**config.mk**
```make
export PLATFORM = sky130hd
export DESIGN_NAME = crc16_frame_wrapper_core
export DESIGN_NICKNAME = d
export VERILOG_FILES = /design/src/hdl/cfw_pkg.sv /design/src/hdl/crc16_frame_wrapper_core.sv /design/src/hdl/cfw_front.sv /design/src/hdl/cfw_queue.sv /design/src/hdl/cfw_back.sv
export SDC_FILE = /design/constraint.sdc
export NUM_CORES = 1
export LEC_CHECK = 0
export BUFFER_PORTS_ARGS = -buffer_cell sky130_fd_sc_hd__buf_2
export CORE_ASPECT_RATIO = 1.5
export CORE_MARGIN = 8
export CORE_UTILIZATION = 35
export CTS_CLUSTER_SIZE = 14
export DETAILED_ROUTE_END_ITERATION = 7
export MAX_ROUTING_LAYER = met4
export PLACE_DENSITY = 0.61
export SLEW_MARGIN = 20
export SYNTH_ARGS = -nofsm -noshare
export SYNTH_HDL_FRONTEND = slang
export SYNTH_SLANG_ARGS = --single-unit
```
**constraint.sdc**
```tcl
create_clock -name clk -period 3 [get_ports clk]
set_input_delay 0.6 -clock clk [delete_from_list [all_inputs] [get_ports clk]]
set_output_delay 0.6 -clock clk [all_outputs]
set_load 0.03 [all_outputs]
```
**src/hdl/cfw_pkg.sv**
```systemverilog
package cfw_pkg;

	localparam int QDEPTH = 4;
	localparam int QAW = $clog2(QDEPTH);
	localparam int QCW = $clog2(QDEPTH + 1);

	localparam logic [15:0] CRC_INIT = 16'hFFFF;
	localparam logic [15:0] CRC_POLY = 16'hA001;

	typedef enum logic [0:0] {
		REG_FIRST_SYNC  = 1'b0,
		REG_SECOND_SYNC = 1'b1
	} cfg_reg_t;

	typedef enum logic [1:0] {
		KIND_BODY  = 2'd0,
		KIND_OPEN  = 2'd1,
		KIND_CLOSE = 2'd2,
		KIND_SOLO  = 2'd3
	} kind_t;

	typedef enum logic [2:0] {
		PH_START = 3'd0,
		PH_SYNC1 = 3'd1,
		PH_SYNC2 = 3'd2,
		PH_TYPE  = 3'd3,
		PH_LEN   = 3'd4,
		PH_DATA  = 3'd5,
		PH_CRCL  = 3'd6,
		PH_CRCH  = 3'd7
	} phase_t;

	typedef struct packed {
		logic [7:0] frame_type;
		logic [7:0] body_length;
		logic [7:0] data_byte;
		kind_t      kind;
	} item_t;

	typedef struct packed {
		logic [7:0] first_sync;
		logic [7:0] second_sync;
	} sync_t;

	typedef struct packed {
		logic  valid;
		item_t item;
	} head_t;

	function automatic logic [15:0] crc_fold(input logic [15:0] crc, input logic [7:0] b);
		logic [15:0] c;
		c = crc ^ {8'h00, b};
		for (int k = 0; k < 8; k++) begin
			if (c[0]) begin
				c = (c >> 1) ^ CRC_POLY;
			end else begin
				c = c >> 1;
			end
		end
		return c;
	endfunction

endpackage

```
**src/hdl/crc16_frame_wrapper_core.sv**
```systemverilog
// A request accepted into an empty block passes the queue and then the output byte register.
// One output byte per cycle while wire_stall is low, through the single output byte register;
// a body byte that opens a frame adds four header bytes, one that closes it two CRC bytes.
// A four-entry queue between front and back absorbs header and trailer cycles.
// Reset (arst_n low, asynchronous): queue empty, sync bytes 0, CRC 0xFFFF.
module crc16_frame_wrapper_core (
	input  logic       clk,
	input  logic       arst_n,
	input  logic       byte_valid,
	output logic       byte_stall,
	input  logic [7:0] frame_type,
	input  logic [7:0] body_length,
	input  logic [7:0] data_byte,
	input  logic       first_byte,
	input  logic       last_byte,
	output logic       wire_valid,
	input  logic       wire_stall,
	output logic [7:0] out_byte,
	output logic       run_end,
	output logic       frame_end,
	input  logic       cfg_valid,
	output logic       cfg_ready,
	input  logic [0:0] cfg_index,
	input  logic [7:0] cfg_data
);

	logic           q_full;
	logic           push;
	logic           pop;
	cfw_pkg::item_t push_item;
	cfw_pkg::sync_t sync;
	cfw_pkg::head_t head;

	cfw_front u_front (
		.clk         (clk),
		.arst_n      (arst_n),
		.byte_valid  (byte_valid),
		.byte_stall  (byte_stall),
		.frame_type  (frame_type),
		.body_length (body_length),
		.data_byte   (data_byte),
		.first_byte  (first_byte),
		.last_byte   (last_byte),
		.cfg_valid   (cfg_valid),
		.cfg_ready   (cfg_ready),
		.cfg_index   (cfg_index),
		.cfg_data    (cfg_data),
		.q_full      (q_full),
		.push        (push),
		.push_item   (push_item),
		.sync        (sync)
	);

	cfw_queue u_queue (
		.clk       (clk),
		.arst_n    (arst_n),
		.push      (push),
		.push_item (push_item),
		.pop       (pop),
		.full      (q_full),
		.head      (head)
	);

	cfw_back u_back (
		.clk        (clk),
		.arst_n     (arst_n),
		.head       (head),
		.sync       (sync),
		.pop        (pop),
		.wire_valid (wire_valid),
		.wire_stall (wire_stall),
		.out_byte   (out_byte),
		.run_end    (run_end),
		.frame_end  (frame_end)
	);

endmodule

```
**src/hdl/cfw_front.sv**
```systemverilog
module cfw_front (
	input  logic                clk,
	input  logic                arst_n,
	input  logic                byte_valid,
	output logic                byte_stall,
	input  logic [7:0]          frame_type,
	input  logic [7:0]          body_length,
	input  logic [7:0]          data_byte,
	input  logic                first_byte,
	input  logic                last_byte,
	input  logic                cfg_valid,
	output logic                cfg_ready,
	input  logic [0:0]          cfg_index,
	input  logic [7:0]          cfg_data,
	input  logic                q_full,
	output logic                push,
	output cfw_pkg::item_t      push_item,
	output cfw_pkg::sync_t      sync
);

	logic [7:0] first_sync_q;
	logic [7:0] second_sync_q;

	assign cfg_ready = 1'b1;
	assign byte_stall = q_full;
	assign push = byte_valid & ~q_full;

	always_comb begin
		push_item.frame_type  = frame_type;
		push_item.body_length = body_length;
		push_item.data_byte   = data_byte;
		unique case ({first_byte, last_byte})
			2'b00: push_item.kind = cfw_pkg::KIND_BODY;
			2'b10: push_item.kind = cfw_pkg::KIND_OPEN;
			2'b01: push_item.kind = cfw_pkg::KIND_CLOSE;
			2'b11: push_item.kind = cfw_pkg::KIND_SOLO;
			default: push_item.kind = cfw_pkg::KIND_BODY;
		endcase
	end

	always_ff @(posedge clk or negedge arst_n) begin
		if (!arst_n) begin
			first_sync_q  <= 8'h00;
			second_sync_q <= 8'h00;
		end else if (cfg_valid && cfg_ready) begin
			unique case (cfw_pkg::cfg_reg_t'(cfg_index))
				cfw_pkg::REG_FIRST_SYNC:  first_sync_q  <= cfg_data;
				cfw_pkg::REG_SECOND_SYNC: second_sync_q <= cfg_data;
				default: ;
			endcase
		end
	end

	assign sync.first_sync  = first_sync_q;
	assign sync.second_sync = second_sync_q;

endmodule

```
**src/hdl/cfw_queue.sv**
```systemverilog
module cfw_queue (
	input  logic           clk,
	input  logic           arst_n,
	input  logic           push,
	input  cfw_pkg::item_t push_item,
	input  logic           pop,
	output logic           full,
	output cfw_pkg::head_t head
);

	cfw_pkg::item_t             mem_q [cfw_pkg::QDEPTH];
	logic [cfw_pkg::QAW-1:0]    wr_ptr_q;
	logic [cfw_pkg::QAW-1:0]    rd_ptr_q;
	logic [cfw_pkg::QCW-1:0]    count_q;
	logic                       do_push;
	logic                       do_pop;

	assign full = (count_q == cfw_pkg::QCW'(cfw_pkg::QDEPTH));
	assign do_push = push & ~full;
	assign do_pop = pop & (count_q != '0);
	assign head.valid = (count_q != '0);
	assign head.item = mem_q[rd_ptr_q];

	always_ff @(posedge clk) begin
		if (do_push) begin
			mem_q[wr_ptr_q] <= push_item;
		end
	end

	always_ff @(posedge clk or negedge arst_n) begin
		if (!arst_n) begin
			wr_ptr_q <= '0;
			rd_ptr_q <= '0;
			count_q  <= '0;
		end else begin
			if (do_push) begin
				wr_ptr_q <= wr_ptr_q + 1'b1;
			end
			if (do_pop) begin
				rd_ptr_q <= rd_ptr_q + 1'b1;
			end
			if (do_push && !do_pop) begin
				count_q <= count_q + 1'b1;
			end else if (!do_push && do_pop) begin
				count_q <= count_q - 1'b1;
			end
		end
	end

endmodule

```
**src/hdl/cfw_back.sv**
```systemverilog
module cfw_back (
	input  logic           clk,
	input  logic           arst_n,
	input  cfw_pkg::head_t head,
	input  cfw_pkg::sync_t sync,
	output logic           pop,
	output logic           wire_valid,
	input  logic           wire_stall,
	output logic [7:0]     out_byte,
	output logic           run_end,
	output logic           frame_end
);

	cfw_pkg::phase_t phase_q;
	cfw_pkg::phase_t phase_d;
	cfw_pkg::phase_t cur;
	logic [15:0]     crc_q;
	logic [15:0]     crc_d;
	logic            valid_q;
	logic [7:0]      byte_q;
	logic            run_end_q;
	logic            frame_end_q;
	logic            advance;
	logic            opens;
	logic            closes;
	logic [7:0]      byte_d;
	logic            run_end_d;
	logic            frame_end_d;

	assign opens = (head.item.kind == cfw_pkg::KIND_OPEN) ||
		(head.item.kind == cfw_pkg::KIND_SOLO);
	assign closes = (head.item.kind == cfw_pkg::KIND_CLOSE) ||
		(head.item.kind == cfw_pkg::KIND_SOLO);
	assign advance = head.valid & (~valid_q | ~wire_stall);
	assign cur = (phase_q == cfw_pkg::PH_START) ?
		(opens ? cfw_pkg::PH_SYNC1 : cfw_pkg::PH_DATA) : phase_q;

	always_comb begin
		phase_d = phase_q;
		if (advance) begin
			unique case (cur)
				cfw_pkg::PH_SYNC1: phase_d = cfw_pkg::PH_SYNC2;
				cfw_pkg::PH_SYNC2: phase_d = cfw_pkg::PH_TYPE;
				cfw_pkg::PH_TYPE:  phase_d = cfw_pkg::PH_LEN;
				cfw_pkg::PH_LEN:   phase_d = cfw_pkg::PH_DATA;
				cfw_pkg::PH_DATA:  phase_d = closes ? cfw_pkg::PH_CRCL : cfw_pkg::PH_START;
				cfw_pkg::PH_CRCL:  phase_d = cfw_pkg::PH_CRCH;
				cfw_pkg::PH_CRCH:  phase_d = cfw_pkg::PH_START;
				cfw_pkg::PH_START: phase_d = cfw_pkg::PH_START;
				default:           phase_d = cfw_pkg::PH_START;
			endcase
		end
	end

	always_comb begin
		byte_d      = head.item.data_byte;
		run_end_d   = 1'b0;
		frame_end_d = 1'b0;
		crc_d       = crc_q;
		unique case (cur)
			cfw_pkg::PH_SYNC1: begin
				byte_d = sync.first_sync;
				crc_d  = cfw_pkg::CRC_INIT;
			end
			cfw_pkg::PH_SYNC2: byte_d = sync.second_sync;
			cfw_pkg::PH_TYPE: begin
				byte_d = head.item.frame_type;
				crc_d  = cfw_pkg::crc_fold(crc_q, head.item.frame_type);
			end
			cfw_pkg::PH_LEN: begin
				byte_d = head.item.body_length;
				crc_d  = cfw_pkg::crc_fold(crc_q, head.item.body_length);
			end
			cfw_pkg::PH_DATA: begin
				byte_d    = head.item.data_byte;
				run_end_d = ~closes;
				crc_d     = cfw_pkg::crc_fold(crc_q, head.item.data_byte);
			end
			cfw_pkg::PH_CRCL: byte_d = crc_q[7:0];
			cfw_pkg::PH_CRCH: begin
				byte_d      = crc_q[15:8];
				run_end_d   = 1'b1;
				frame_end_d = 1'b1;
				crc_d       = cfw_pkg::CRC_INIT;
			end
			cfw_pkg::PH_START: byte_d = head.item.data_byte;
			default:           byte_d = head.item.data_byte;
		endcase
	end

	assign pop = advance & run_end_d;

	always_ff @(posedge clk or negedge arst_n) begin
		if (!arst_n) begin
			phase_q <= cfw_pkg::PH_START;
			crc_q   <= cfw_pkg::CRC_INIT;
			valid_q <= 1'b0;
		end else begin
			phase_q <= phase_d;
			if (advance) begin
				crc_q   <= crc_d;
				valid_q <= 1'b1;
			end else if (!wire_stall) begin
				valid_q <= 1'b0;
			end
		end
	end

	always_ff @(posedge clk) begin
		if (advance) begin
			byte_q      <= byte_d;
			run_end_q   <= run_end_d;
			frame_end_q <= frame_end_d;
		end
	end

	assign wire_valid = valid_q;
	assign out_byte   = byte_q;
	assign run_end    = run_end_q;
	assign frame_end  = frame_end_q;

	a_frame_end_run_end: assert property (@(posedge clk) disable iff (!arst_n)
		valid_q && frame_end_q |-> run_end_q)
		else $error("frame end without run end");

	a_pop_needs_head: assert property (@(posedge clk) disable iff (!arst_n)
		pop |-> head.valid && (phase_d == cfw_pkg::PH_START))
		else $error("pop mid item or from empty queue");

	a_crc_restart: assert property (@(posedge clk) disable iff (!arst_n)
		advance && (cur == cfw_pkg::PH_CRCH) |=> crc_q == cfw_pkg::CRC_INIT)
		else $error("crc not restarted after frame end");

endmodule

```
### Word-level counts from Yosys, hierarchy flattened

Memories as Yosys holds them, arrays and structs flattened.
Cells that the tools add are included.

* $add $sub $neg: 4
* multiplexer cells: 60
* divide/modulo/power cells: 0
* reduce and logical (&&, ||, !) cells: 18
* $lt $le $gt $ge: 0
* shift-type cells: 0
* multiply operators: 0
* equal/unequal tests: 15
* bitwise logic cells: 38

Operator list (number)
* 16-bit 2-to-1 mux: 45
* 2-bit inverter with 3-bit output: 24
* 16-bit one-hot mux with 4 select lines: 1
* 8-bit one-hot mux with 7 select lines: 1
* 16-bit by 8-bit bitwise XOR with 16-bit output: 3
* 3-bit one-hot mux with 7 select lines: 1
* 3-bit equality test, second input constant: 5
* 3-bit 2-to-1 mux: 5
* 2-bit equality test, second input constant: 4
* 2-bit one-hot mux with 4 select lines: 1
* 3-bit by 2-bit equality test with 1-bit output, second input constant: 2
* 3-bit zero test: 2
* 2-bit AND reduction: 3
* 2-bit OR reduction: 3
* 1-bit bitwise AND: 5
* 1-bit 2-to-1 mux: 5
* 1-bit inverter: 5
* 2-bit by 1-bit adder with 2-bit output, second input constant: 2
* 2-bit by 1-bit equality test with 1-bit output, second input constant: 2
* 4-bit nonzero test: 1
* 3-bit by 1-bit adder with 3-bit output, second input constant: 1
* 3-bit by 1-bit equality test with 1-bit output, second input constant: 1
* 3-bit nonzero test: 1
* 3-bit by 1-bit subtractor with 3-bit output, second input constant: 1
* 8 further kinds: 11

* bits in registers: 53
* memory bits (writable): 104
* logic and storage cells: 147
* bits in read-only memories: 0
* bits of input ports: 40
* memories kept: 1
* output and inout port bits: 13
* latch bits: 0

Memories
* u_queue.mem_q: words 4, bits a word 26, read ports 1, clocked after Yosys merged registers in 0, write ports 1, line cfw_queue.sv:11 `cfw_pkg::item_t mem_q [cfw_pkg::QDEPTH];`

### Logic depth before layout (Yosys ltp)

Gate-level depths: netlist of run 1.
An unclocked memory read counts as a cell.

* word-level depth: 28
* depth in mapped cells: 13
* depth with buffers taken out: 10

### Modules after synthesis

A second synthesis of run 1 with hierarchy kept.

* cells, all modules: 507
* area total of the unflattened synthesis: 7554.7 um2

Modules (own cells, without submodules)
* cfw_queue: sequential area each 3298.2 um2, cells each 171, area each 4226.6 um2, times used 1
* cfw_back: sequential area each 820.8 um2, cells each 271, area each 2473.6 um2, times used 1
* cfw_front: sequential area each 400.4 um2, cells each 65, area each 854.6 um2, times used 1

### Worst setup path after synthesis of run 1

No wires, ideal clock.

* path type: reg2reg
* start point: register u_queue.rd_ptr_q[0] in the netlist's numbering
* end point: register u_queue.count_q[1] in the netlist's numbering
* setup time: 125 ps
* required time: 2875 ps
* stages on the path, launching flop included: 12
* arrival: 3121 ps
* setup slack: -246 ps
* clock period less this slack: 3246 ps
* cell sequence: dfrtp_1 -> clkbuf_8 -> buf_2 -> buf_2 -> mux4_2 -> nor3_1 -> a32o_1 -> nand2_1 -> ha_1 -> inv_1 -> fa_1 -> mux2_2

* word-level cells in the longest chain between the ends: 12

RTL lines
* start: declaration: line cfw_queue.sv:13 `logic [cfw_pkg::QAW-1:0] rd_ptr_q;`
* start signal: assignment: line cfw_queue.sv:40 `rd_ptr_q <= rd_ptr_q + 1'b1;`
* memory read 4 x 26 bit *
* 2-bit by 1-bit equality test with 1-bit output or 2-bit equality test (tied branches): line cfw_back.sv:30, cfw_back.sv:31, cfw_back.sv:33
* 1-bit logical OR: line cfw_back.sv:30 `assign opens = (head.item.kind == cfw_pkg::KIND_OPEN) ||`
* 3-bit 2-to-1 mux: line cfw_back.sv:36 `(opens ? cfw_pkg::PH_SYNC1 : cfw_pkg::PH_DATA) : phase_q;`
* 3-bit 2-to-1 mux: line cfw_back.sv:35 `assign cur = (phase_q == cfw_pkg::PH_START) ?`
* 3-bit equality test: line cfw_back.sv:60 `unique case (cur)`
* 1-bit one-hot mux with 2 select lines *: line cfw_back.sv:60
* net u_back.run_end_d: line cfw_back.sv:27 `logic run_end_d;`
* 1-bit bitwise AND *: line cfw_back.sv:91 `assign pop = advance & run_end_d;`
* 1-bit bitwise AND *: line cfw_queue.sv:20 `assign do_pop = pop & (count_q != '0);`
* 1-bit zero test: line cfw_queue.sv:42 `if (do_push && !do_pop) begin`
* 1-bit logical AND: line cfw_queue.sv:42
* 3-bit 2-to-1 mux or 2-bit nonzero test (tied branches)
* end signal: assignment: line cfw_queue.sv:43 `count_q <= count_q + 1'b1;`
* end signal: assignment: line cfw_queue.sv:45 `count_q <= count_q - 1'b1;`
* end: declaration: line cfw_queue.sv:14 `logic [cfw_pkg::QCW-1:0] count_q;`

The timed path passes the listed nets; every way through them passes the cells marked *.
A chain may end at the register's enable or synchronous reset.

### Worst setup path after layout of run 1

* start point: register u_queue.rd_ptr_q[0] in the netlist's numbering
* end point: register u_back.crc_q[0]

* word-level cells in the longest chain between the ends: 19

RTL lines
* memory read 4 x 26 bit *
* 16-bit by 8-bit bitwise XOR with 16-bit output: line cfw_pkg.sv:52 `c = crc ^ {8'h00, b};`
* 16-bit 2-to-1 mux or 2-bit inverter with 3-bit output (tied branches)
* 16-bit 2-to-1 mux, on equally long branches: line cfw_back.sv:60, cfw_pkg.sv:54
* 16-bit 2-to-1 mux, or another cell as far along: line cfw_pkg.sv:54 `if (c[0]) begin`
* 16-bit 2-to-1 mux, on equally long branches: line cfw_back.sv:60, cfw_pkg.sv:54
* 16-bit 2-to-1 mux, or another cell as far along: line cfw_pkg.sv:54
* 16-bit 2-to-1 mux, on equally long branches: line cfw_back.sv:60, cfw_pkg.sv:54
* (+3 left out)
* 16-bit 2-to-1 mux, on equally long branches: line cfw_back.sv:60, cfw_pkg.sv:54
* 16-bit 2-to-1 mux, or another cell as far along: line cfw_pkg.sv:54
* 16-bit 2-to-1 mux, on equally long branches: line cfw_back.sv:60, cfw_pkg.sv:54
* 2-bit inverter with 3-bit output (no source line) or 16-bit 2-to-1 mux (tied branches)
* 16-bit 2-to-1 mux: line cfw_pkg.sv:54
* 16-bit 2-to-1 mux: line cfw_back.sv:60
* 16-bit 2-to-1 mux: line cfw_pkg.sv:54
* 16-bit one-hot mux with 4 select lines: line cfw_back.sv:60
* end signal: assignment: line cfw_back.sv:96 `crc_q <= cfw_pkg::CRC_INIT;`
* end signal: assignment: line cfw_back.sv:101 `crc_q <= crc_d;`
* end: declaration: line cfw_back.sv:17 `logic [15:0] crc_q;`

Every way passes the cells marked *; elsewhere a longest branch is shown, timed or not. The select of a mux whose other input is x is not followed.

==> impl_metrics.json, run 1 <==
{
  "worst_slew_pin_slew_ns": 0.807,
  "crit_path_start_kind": "register",
  "numPortBuffers": 51,
  "die_w_microns": 136,
  "num_rows": 66,
  "dr_total_vias": 4454,
  "met2_usage_pct": 23.9,
  "critPathMaxStageDelay_ns": 0.60,
  "cpMostUsedCell": "xnor2_1",
  "place_area_sq_um": 8300,
  "holdWs_ns": 0.205,
  "min_period_ns": 2.86,
  "overflow": 0,
  "synth_nets": 542,
  "reg2reg_slack_ns": 0.14,
  "clk_transition_reported_paths_ns": 0.06,
  "final_common_cell": "edfxtp_1",
  "end_kind": "register",
  "synthCells": 496,
  "setup_tns_ns": 0,
  "cts_num_sinks": 157,
  "ys_warn_count": 0,
  "synth_edf_count": 114,
  "worstPathRequired_ns": 3.35,
  "clock_path_buffers": 2,
  "globalplace.congestion": 0.934,
  "die_h_microns": 196,
  "async_reset_ff_share_pct": 27.4,
  "die_area_sq_um": 26800,
  "cp_slowest_cell": "mux4_1",
  "post-route-period-util_pct": 95.4,
  "area_delta_synth_final_pct": 17.1,
  "relSlewSlack_pct": 46.1,
  "yosysUniqueCellTypes": 48,
  "cts_buffers": 17,
  "clockRootBuffer": "clkbuf_16",
  "avgSynthCellArea_sq_um": 15.3,
  "grt_pass1_wl_microns": 27400,
  "drt_wl_total_microns": 17400,
  "start_util_pct": 35.4,
  "global_route.usage.met1_pct": 15.1,
  "final_area_sq_um": 8900,
  "yosys.area.top_type": "edfxtp_1",
  "hpwl_microns": 13100,
  "core_area_sq_um": 21500,
  "max_clock_freq_mhz": 349,
  "drt_iter0_markers": 313,
  "final_hold_viol_count": 0,
  "drv_slew": 0,
  "synth_top_area_share_pct": 45.0,
  "clkLatencyLatePin_ns": 0.43,
  "h-tree-depth": 4,
  "status": "finished, final reports clean",
  "grt_usage_pct": 14.0,
  "final_cell_mix": "114 x edfxtp_1, 53 x xnor2_1, 51 x buf_2",
  "timing.rr.start": "u_queue.rd_ptr_q[0]",
  "peakVddDrop_v": 0.000637,
  "cp_cell_sequence": "buf_4 > mux4_1 > xnor2_1 > xnor3_2 > xnor2_1 > a221oi_1 > a21o_2 > a22oi_1",
  "nets": 617,
  "viasPerCell": 5.20,
  "fin_skew_ns": 0.0110,
  "ys_seq_area_share_pct": 59.5,
  "final_core_util_pct": 41.5,
  "ys_ff_latch": 157,
  "grt-busiest-layer": "met2",
  "ios": 53,
  "r2r-end": "u_back.crc_q[0]",
  "p_leak_nw": 3.20,
  "grt_max_degree": 28,
  "grtUsageMet3_pct": 3.21,
  "rsz0062_at_grt": "false",
  "power_density_nw_per_um2": 1340,
  "antenna_found_initial": 0,
  "hp-class": "input port to async pin",
  "max_cap_viol_count": 0,
  "crit_type": "register to register",
  "crit_path_max_fanout": 11,
  "drtPass1Iterations": 4,
  "synth_ff_type": "edfxtp_1",
  "netlist_area_sq_um": 7600,
  "wl_per_cell_microns": 20.3,
  "drc": 0,
  "diodes": 0,
  "grt_pass1_vias": 4841,
  "drive_above_1_share_pct": 32.4,
  "tritoncts": "done",
  "setup_violations": 0,
  "arrival_ns": 3.21,
  "synthTopCellsByArea": "edfxtp_1 45%, mux4_2 11%, dfrtp_1 8.9%",
  "reg2reg_depth": 8,
  "ant_nets": 0
}
==> sequential cells by signal, summed over array words and instances (netlist names) <==
register               flops
u_queue.count_q            3
u_queue.mem_q            104
u_queue.rd_ptr_q           2
u_back.wire_valid          1
u_queue.wr_ptr_q           2
u_back.frame_end           1
u_back.phase_q             3
u_back.out_byte            8
u_back.run_end             1
u_front.first_sync_q       8
u_front.second_sync_q      8
u_back.crc_q              16
==> stage by stage <==
stage	instances	power (mW)	setup WS [ns]
2_1_floorplan	496	8.04	0.00548
3_3_place_gp	824	9.67	0.134
3_5_place_dp	824	9.74	0.150
4_1_cts	856	12.0	0.120
5_1_grt	856	12.6	0.0318
6_report	856	11.9	0.139
==> Yosys cell counts (2+ instances only) <==
| cell | instances |
|---|---|
| a31oi_1 | 8 |
| edfxtp_1 | 114 |
| o21ai_0 | 22 |
| clkbuf_8 | 3 |
| a21oi_1 | 14 |
| a21o_1 | 2 |
| buf_4 | 2 |
| nor2_1 | 16 |
| o22ai_1 | 3 |
| buf_2 | 7 |
| mux2_2 | 17 |
| xnor3_1 | 2 |
| inv_1 | 5 |
| o22a_1 | 5 |
| and2_1 | 4 |
| o21ai_1 | 4 |
| o221ai_1 | 4 |
| mux4_1 | 3 |
| nor2b_1 | 2 |
| mux2i_1 | 2 |
| nand3_1 | 2 |
| xor2_1 | 37 |
| ha_1 | 5 |
| dfstp_2 | 16 |
| clkbuf_1 | 12 |
| dfrtp_1 | 27 |
| nor3_1 | 4 |
| and3_1 | 2 |
| nor3b_1 | 3 |
| mux4_2 | 37 |
| a221oi_1 | 3 |
| xnor2_1 | 54 |
| a22oi_1 | 8 |
| nand2_1 | 33 |
==> logic make-up after synthesis <==
logic type / Yosys count / synth area share (%)
flip-flops: 157 / 59.5
XOR/XNOR: 95 / 11.6
AO/OA/AOI/OAI: 79 / 6.64
AND/OR/NAND/NOR: 68 / 3.95
multiplexers: 59 / 14.8
buffers and inverters: 31 / 2.42
adder cells (fa/ha/maj): 6 / 1.09
other: 1 / 0.0493
==> metal layers <==
layer	vias to the layer above	wire length (microns)	part of all wire (%)
li1	2028	-	-
met1	2267	6740	39
met2	136	9340	54
met3	23	808	4.7
met4	0	473	2.7
met5	-	0	0
==> worst max-delay path by stage <==
stage | start | endpoint | slack [ns] | depth (start not counted)
after CTS | u_queue.rd_ptr_q[1] | u_back.crc_q[14] | 0.12 | 8
after global routing | u_queue.rd_ptr_q[0] | u_back.crc_q[0] | 0.03 | 8
after global placement | u_queue.rd_ptr_q[0] | u_back.out_byte[7] | 0.13 | 8
final | u_queue.rd_ptr_q[0] | u_back.crc_q[0] | 0.14 | 8
after detailed placement | u_queue.rd_ptr_q[1] | u_back.crc_q[14] | 0.15 | 8
after floorplan | u_queue.rd_ptr_q[0] | u_queue.count_q[1] | 0.005 | 11
==> cell type report <==
class	count	area [sq um]
clock buffer	19	433
clock inverter	13	164
inverter	6	36.3
sequential	157	4520
timing repair buffer	81	493
fill	1965	12600
multi-input combinational	308	2910
tap	272	340
==> power breakdown <==
part | switching [mW] | internal, mW | leakage (nW)
registers | 0.431 | 3.09 | 1.53
clock network | 0.861 | 1.31 | 0.278
logic | 3.24 | 2.99 | 1.39
==> worst max-delay path: cells and delay by family (launching register included) <==
kind	cells	cell delay [ns]
buf+inv	1	0.24
compound gates	3	0.49
flops	1	0.47
mux	1	0.60
xor+xnor	3	0.97
==> timing repair <==
item,in CTS,in global routing
setup buffers,0,0
setup endpoints to repair,0,1
gates resized for setup,0,1
hold buffers,0,0
(Power assumes the default switching activity.)
==> run 2: changes to the inputs <==
Settings changed: PLACE_DENSITY 0.61 to 0.59.
Clock period 3 ns to 3.25 ns, I/O delays scaled along.
==> impl_metrics.json, run 2 (synthesis results as in run 1) <==
{
  "status": "finished, final reports clean",
  "worstSetupStartpoint": "u_queue.rd_ptr_q[0]",
  "nets": 607,
  "max_clock_freq_mhz": 328,
  "drt_wl_total_microns": 16800,
  "clk_transition_reported_paths_ns": 0.07,
  "power_density_nw_per_um2": 1210,
  "peakVddDrop_v": 0.000518,
  "grt_pass1_wl_microns": 26200,
  "drt_iter0_markers": 265,
  "dp_cells": 814,
  "largest-register": "u_queue.mem_q",
  "drc": 0,
  "hp-class": "input port to async pin",
  "max_cap_viol_count": 0,
  "crit_path_max_fanout": 9,
  "dr_total_vias": 4369,
  "crit_type": "register to register",
  "drtPass1Iterations": 4,
  "final_cell_count_no_fill": 848,
  "cts_num_sinks": 157,
  "cp_cell_sequence": "mux4_2 > xnor2_2 > xnor3_1 > xnor3_2 > xnor2_1 > a221oi_1 > a21o_2 > a22oi_1",
  "hpwl_microns": 12400,
  "reg2reg_depth": 8,
  "ios": 53,
  "clockRootBuffer": "clkbuf_16",
  "core_area_sq_um": 21500,
  "timing.rr.start": "u_queue.rd_ptr_q[0]",
  "top_regs": "u_queue.mem_q (104), u_back.crc_q (16)",
  "p_leak_nw": 3.15,
  "relSlewSlack_pct": 47.9,
  "fin_skew_ns": 0.0198,
  "reg2reg_slack_ns": 0.20,
  "overflow": 0,
  "p_total_mw": 10.7,
  "final_area_sq_um": 8820,
  "cp_slowest_cell": "mux4_2",
  "worstSetupEndpoint": "u_back.crc_q[0]",
  "rsz0062_at_grt": "false",
  "globalplace.congestion": 0.926,
  "grt_pass1_vias": 4665,
  "arrival_ns": 3.39,
  "die_h_microns": 196,
  "viasPerCell": 5.15,
  "path_buf_inv": 0,
  "r2r-end": "u_back.crc_q[0]",
  "clkLatencyLatePin_ns": 0.43,
  "cts_setup_buffers": 0,
  "final_common_cell": "edfxtp_1",
  "cts_resized": 0,
  "area_delta_synth_final_pct": 16.0,
  "place_area_sq_um": 8230,
  "min_period_ns": 3.05,
  "worst_slack_ns": 0.204,
  "final_hold_viol_count": 0,
  "worstPathRequired_ns": 3.60,
  "crit_path_start_kind": "register",
  "grt_max_degree": 44,
  "grt_usage_pct": 13.4,
  "drive_above_1_share_pct": 31.2,
  "setup_violations": 0,
  "post-route-period-util_pct": 93.7,
  "tritoncts": "done",
  "ant_nets": 0,
  "die_w_microns": 136,
  "h-tree-depth": 4,
  "setup_tns_ns": 0,
  "start_util_pct": 35.4,
  "drv_slew": 0,
  "wl_per_cell_microns": 19.8,
  "holdBufCountCts": 0,
  "critPathMaxStageDelay_ns": 0.60,
  "cp_top_family": "XOR/XNOR gates",
  "antenna_found_initial": 2,
  "end_kind": "register",
  "cp.depth": 8,
  "cts_buffers": 17,
  "die_area_sq_um": 26800,
  "worst_slew_pin_slew_ns": 0.780,
  "dp_slack_ns": 0.230,
  "clock_path_buffers": 2,
  "num_rows": 66,
  "largest_reg_flops": 104,
  "final_cell_mix": "114 x edfxtp_1, 54 x xnor2_1, 50 x buf_2",
  "numPortBuffers": 51
}
==> run 2: how the worst min path moves through the flow <==
stage | startpoint | to
final | arst_n | u_back.wire_valid
after global routing | arst_n | u_queue.count_q[0]
after CTS | body_length[5] | u_queue.mem_q[3][15]
after detailed placement | u_back.crc_q[12] | u_back.crc_q[12]
after global placement | u_queue.count_q[2] | u_queue.count_q[2]
after floorplan | arst_n | u_back.phase_q[0]
==> run 2: final cells by class <==
type                       instances  area, sq um
antenna                            2         5.00
sequential                       157         4520
fill                            1991        12700
tap                              272          340
multi-input combinational        308         2900
timing repair buffer              71          433
inverter                           6         36.3
clock inverter                    14          153
clock buffer                      18          429
==> run 2: through the flow <==
| step | util [%] | hold WS, ns |
|---|---|---|
| after global routing | 41.1 | 0.261 |
| after global placement | 38.3 | 0.472 |
| after floorplan | - | 0.354 |
| after detailed placement | 38.3 | 0.478 |
| final | 41.1 | 0.212 |
| after CTS | 41.0 | 0.414 |
==> run 2: worst reg2reg max path: cells and delay by family, from the launching register on <==
kind,cells,cell delay [ns]
mux,1,0.61
flops,1,0.54
compound gates,3,0.52
xor+xnor,4,1.30
==> run 2: routing by layer <==
layer / global-route usage (%) / routed length, microns / share of wire, %
met1: 14.8 / 6700 / 40
met2: 22.5 / 8880 / 53
met3: 2.83 / 729 / 4.3
met4: 6.41 / 507 / 3.0
met5: - / 0 / 0
==> run 2: report_power, final <==
group	switching, mW	total [mW]	internal, mW
Clock	0.847	1.93	1.08
Combinational	2.87	5.48	2.62
Sequential	0.394	3.24	2.85
==> run 3: changes to the inputs <==
Settings changed: CORE_UTILIZATION 35 to 50, PLACE_DENSITY 0.59 to 0.76.
==> impl_metrics.json, run 3 (synthesis results as in run 1) <==
{
  "grt_usage_pct": 18.9,
  "die_w_microns": 117,
  "cts_setup_buffers": 0,
  "path_buf_inv": 0,
  "crit_type": "register to register",
  "max_clock_freq_mhz": 339,
  "critPathMaxStageDelay_ns": 0.61,
  "cts_buffers": 17,
  "drive_above_1_share_pct": 31.1,
  "post-route-period-util_pct": 90.8,
  "tritoncts": "done",
  "cp_cell_sequence": "mux4_2 > xnor2_2 > xnor3_1 > xnor3_2 > xnor2_1 > a221oi_1 > a21o_2 > a22oi_1",
  "max_cap_viol_count": 0,
  "die_h_microns": 167,
  "final_cell_count_no_fill": 774,
  "grt_max_degree": 44,
  "worst_slack_ns": 0.298,
  "globalplace.congestion": 0.936,
  "num_rows": 55,
  "relSlewSlack_pct": 44.2,
  "drv_slew": 0,
  "numPortBuffers": 51,
  "hp-class": "input port to async pin",
  "arrival_ns": 3.29,
  "rsz0062_at_grt": "false",
  "overflow": 0,
  "p_leak_nw": 3.17,
  "drtPass1Iterations": 5,
  "worstPathRequired_ns": 3.59,
  "area_delta_synth_final_pct": 15.2,
  "worst_slew_pin_slew_ns": 0.835,
  "power_density_nw_per_um2": 1230,
  "cts_resized": 0,
  "h-tree-depth": 4,
  "status": "finished, final reports clean",
  "setup_violations": 0,
  "crit_path_max_fanout": 10,
  "final_core_util_pct": 58.3,
  "drt_wl_total_microns": 16500,
  "wl_per_cell_microns": 21.4,
  "antenna_found_initial": 0,
  "grt_pass1_wl_microns": 26800,
  "ant_nets": 0,
  "peakVddDrop_v": 0.000455,
  "clock_path_buffers": 2,
  "end_kind": "register",
  "diodes": 0,
  "final_hold_viol_count": 0,
  "ios": 53,
  "holdBufCountCts": 0,
  "crit_path_start_kind": "register",
  "clockRootBuffer": "clkbuf_16",
  "dp_cells": 742,
  "reg2reg_slack_ns": 0.30,
  "die_area_sq_um": 19500,
  "largest-register": "u_queue.mem_q",
  "nets": 608,
  "cp_top_family": "XOR/XNOR gates",
  "cts_num_sinks": 157,
  "drt_iter0_markers": 315,
  "fin_skew_ns": 0.0101,
  "place_area_sq_um": 8140,
  "final_area_sq_um": 8750,
  "top_regs": "u_queue.mem_q (104), u_back.crc_q (16)",
  "largest_reg_flops": 104,
  "setup_tns_ns": 0,
  "p_total_mw": 10.8,
  "clk_transition_reported_paths_ns": 0.07,
  "clkLatencyLatePin_ns": 0.42,
  "core_area_sq_um": 15000,
  "hpwl_microns": 12200,
  "cp_slowest_cell": "mux4_2",
  "final_cell_mix": "114 x edfxtp_1, 54 x xnor2_1, 50 x buf_2",
  "viasPerCell": 5.74,
  "final_common_cell": "edfxtp_1",
  "min_period_ns": 2.95,
  "drc": 0,
  "dr_total_vias": 4446,
  "holdWs_ns": 0.226,
  "dp_slack_ns": 0.288,
  "start_util_pct": 50.7,
  "grt_pass1_vias": 4788
}
[run 3: cell count changes in the layout (fill, tap and decap cells not counted)]
cell        delta
inv_8          +3
diode_2        -2
clkinvlp_4     -1
bufinv_16      +1
clkinv_4       -2
clkinv_1       +1
buf_4          +1
inv_6          -2
[run 3: path summary, 6_finish.rpt]
check                                    startpoint              endpoint  depth (start not counted)
worst max-delay path            u_queue.rd_ptr_q[0]       u_back.crc_q[0]                          8
worst min-delay path                         arst_n    u_queue.count_q[2]                          1
worst max register to register  u_queue.rd_ptr_q[0]       u_back.crc_q[0]                          8
worst min register to register      u_back.crc_q[9]       u_back.crc_q[9]                          2
max in group asynchronous                    arst_n   u_queue.rd_ptr_q[0]                          1
min in group clk                      frame_type[0]  u_queue.mem_q[2][18]                          1
[run 3: report_power, final]
part / internal, mW / switching, mW / leakage [nW]
sequential: 2.85 / 0.414 / 1.53
combinational: 2.64 / 2.86 / 1.35
clock: 1.17 / 0.852 / 0.291
total: 6.65 / 4.13 / 3.17
[run 3: cell type report]
cell class | instances | area (sq um)
repair buffers | 72 | 440
clock inverters | 14 | 178
inverters | 6 | 36.3
flip-flops and latches | 157 | 4520
fillers | 1191 | 6250
well taps | 199 | 249
multi-input cells | 308 | 2900
clock buffers | 18 | 429
[run 3: per-layer routing]
metal	routed length (microns)	part of all wire [%]	GRT usage, %	up-vias
met5	0	0	-	-
met4	481	2.9	7.66	0
met3	607	3.7	2.93	34
met2	8930	54	31.8	123
met1	6520	39	22.0	2268
li1	-	-	-	2021
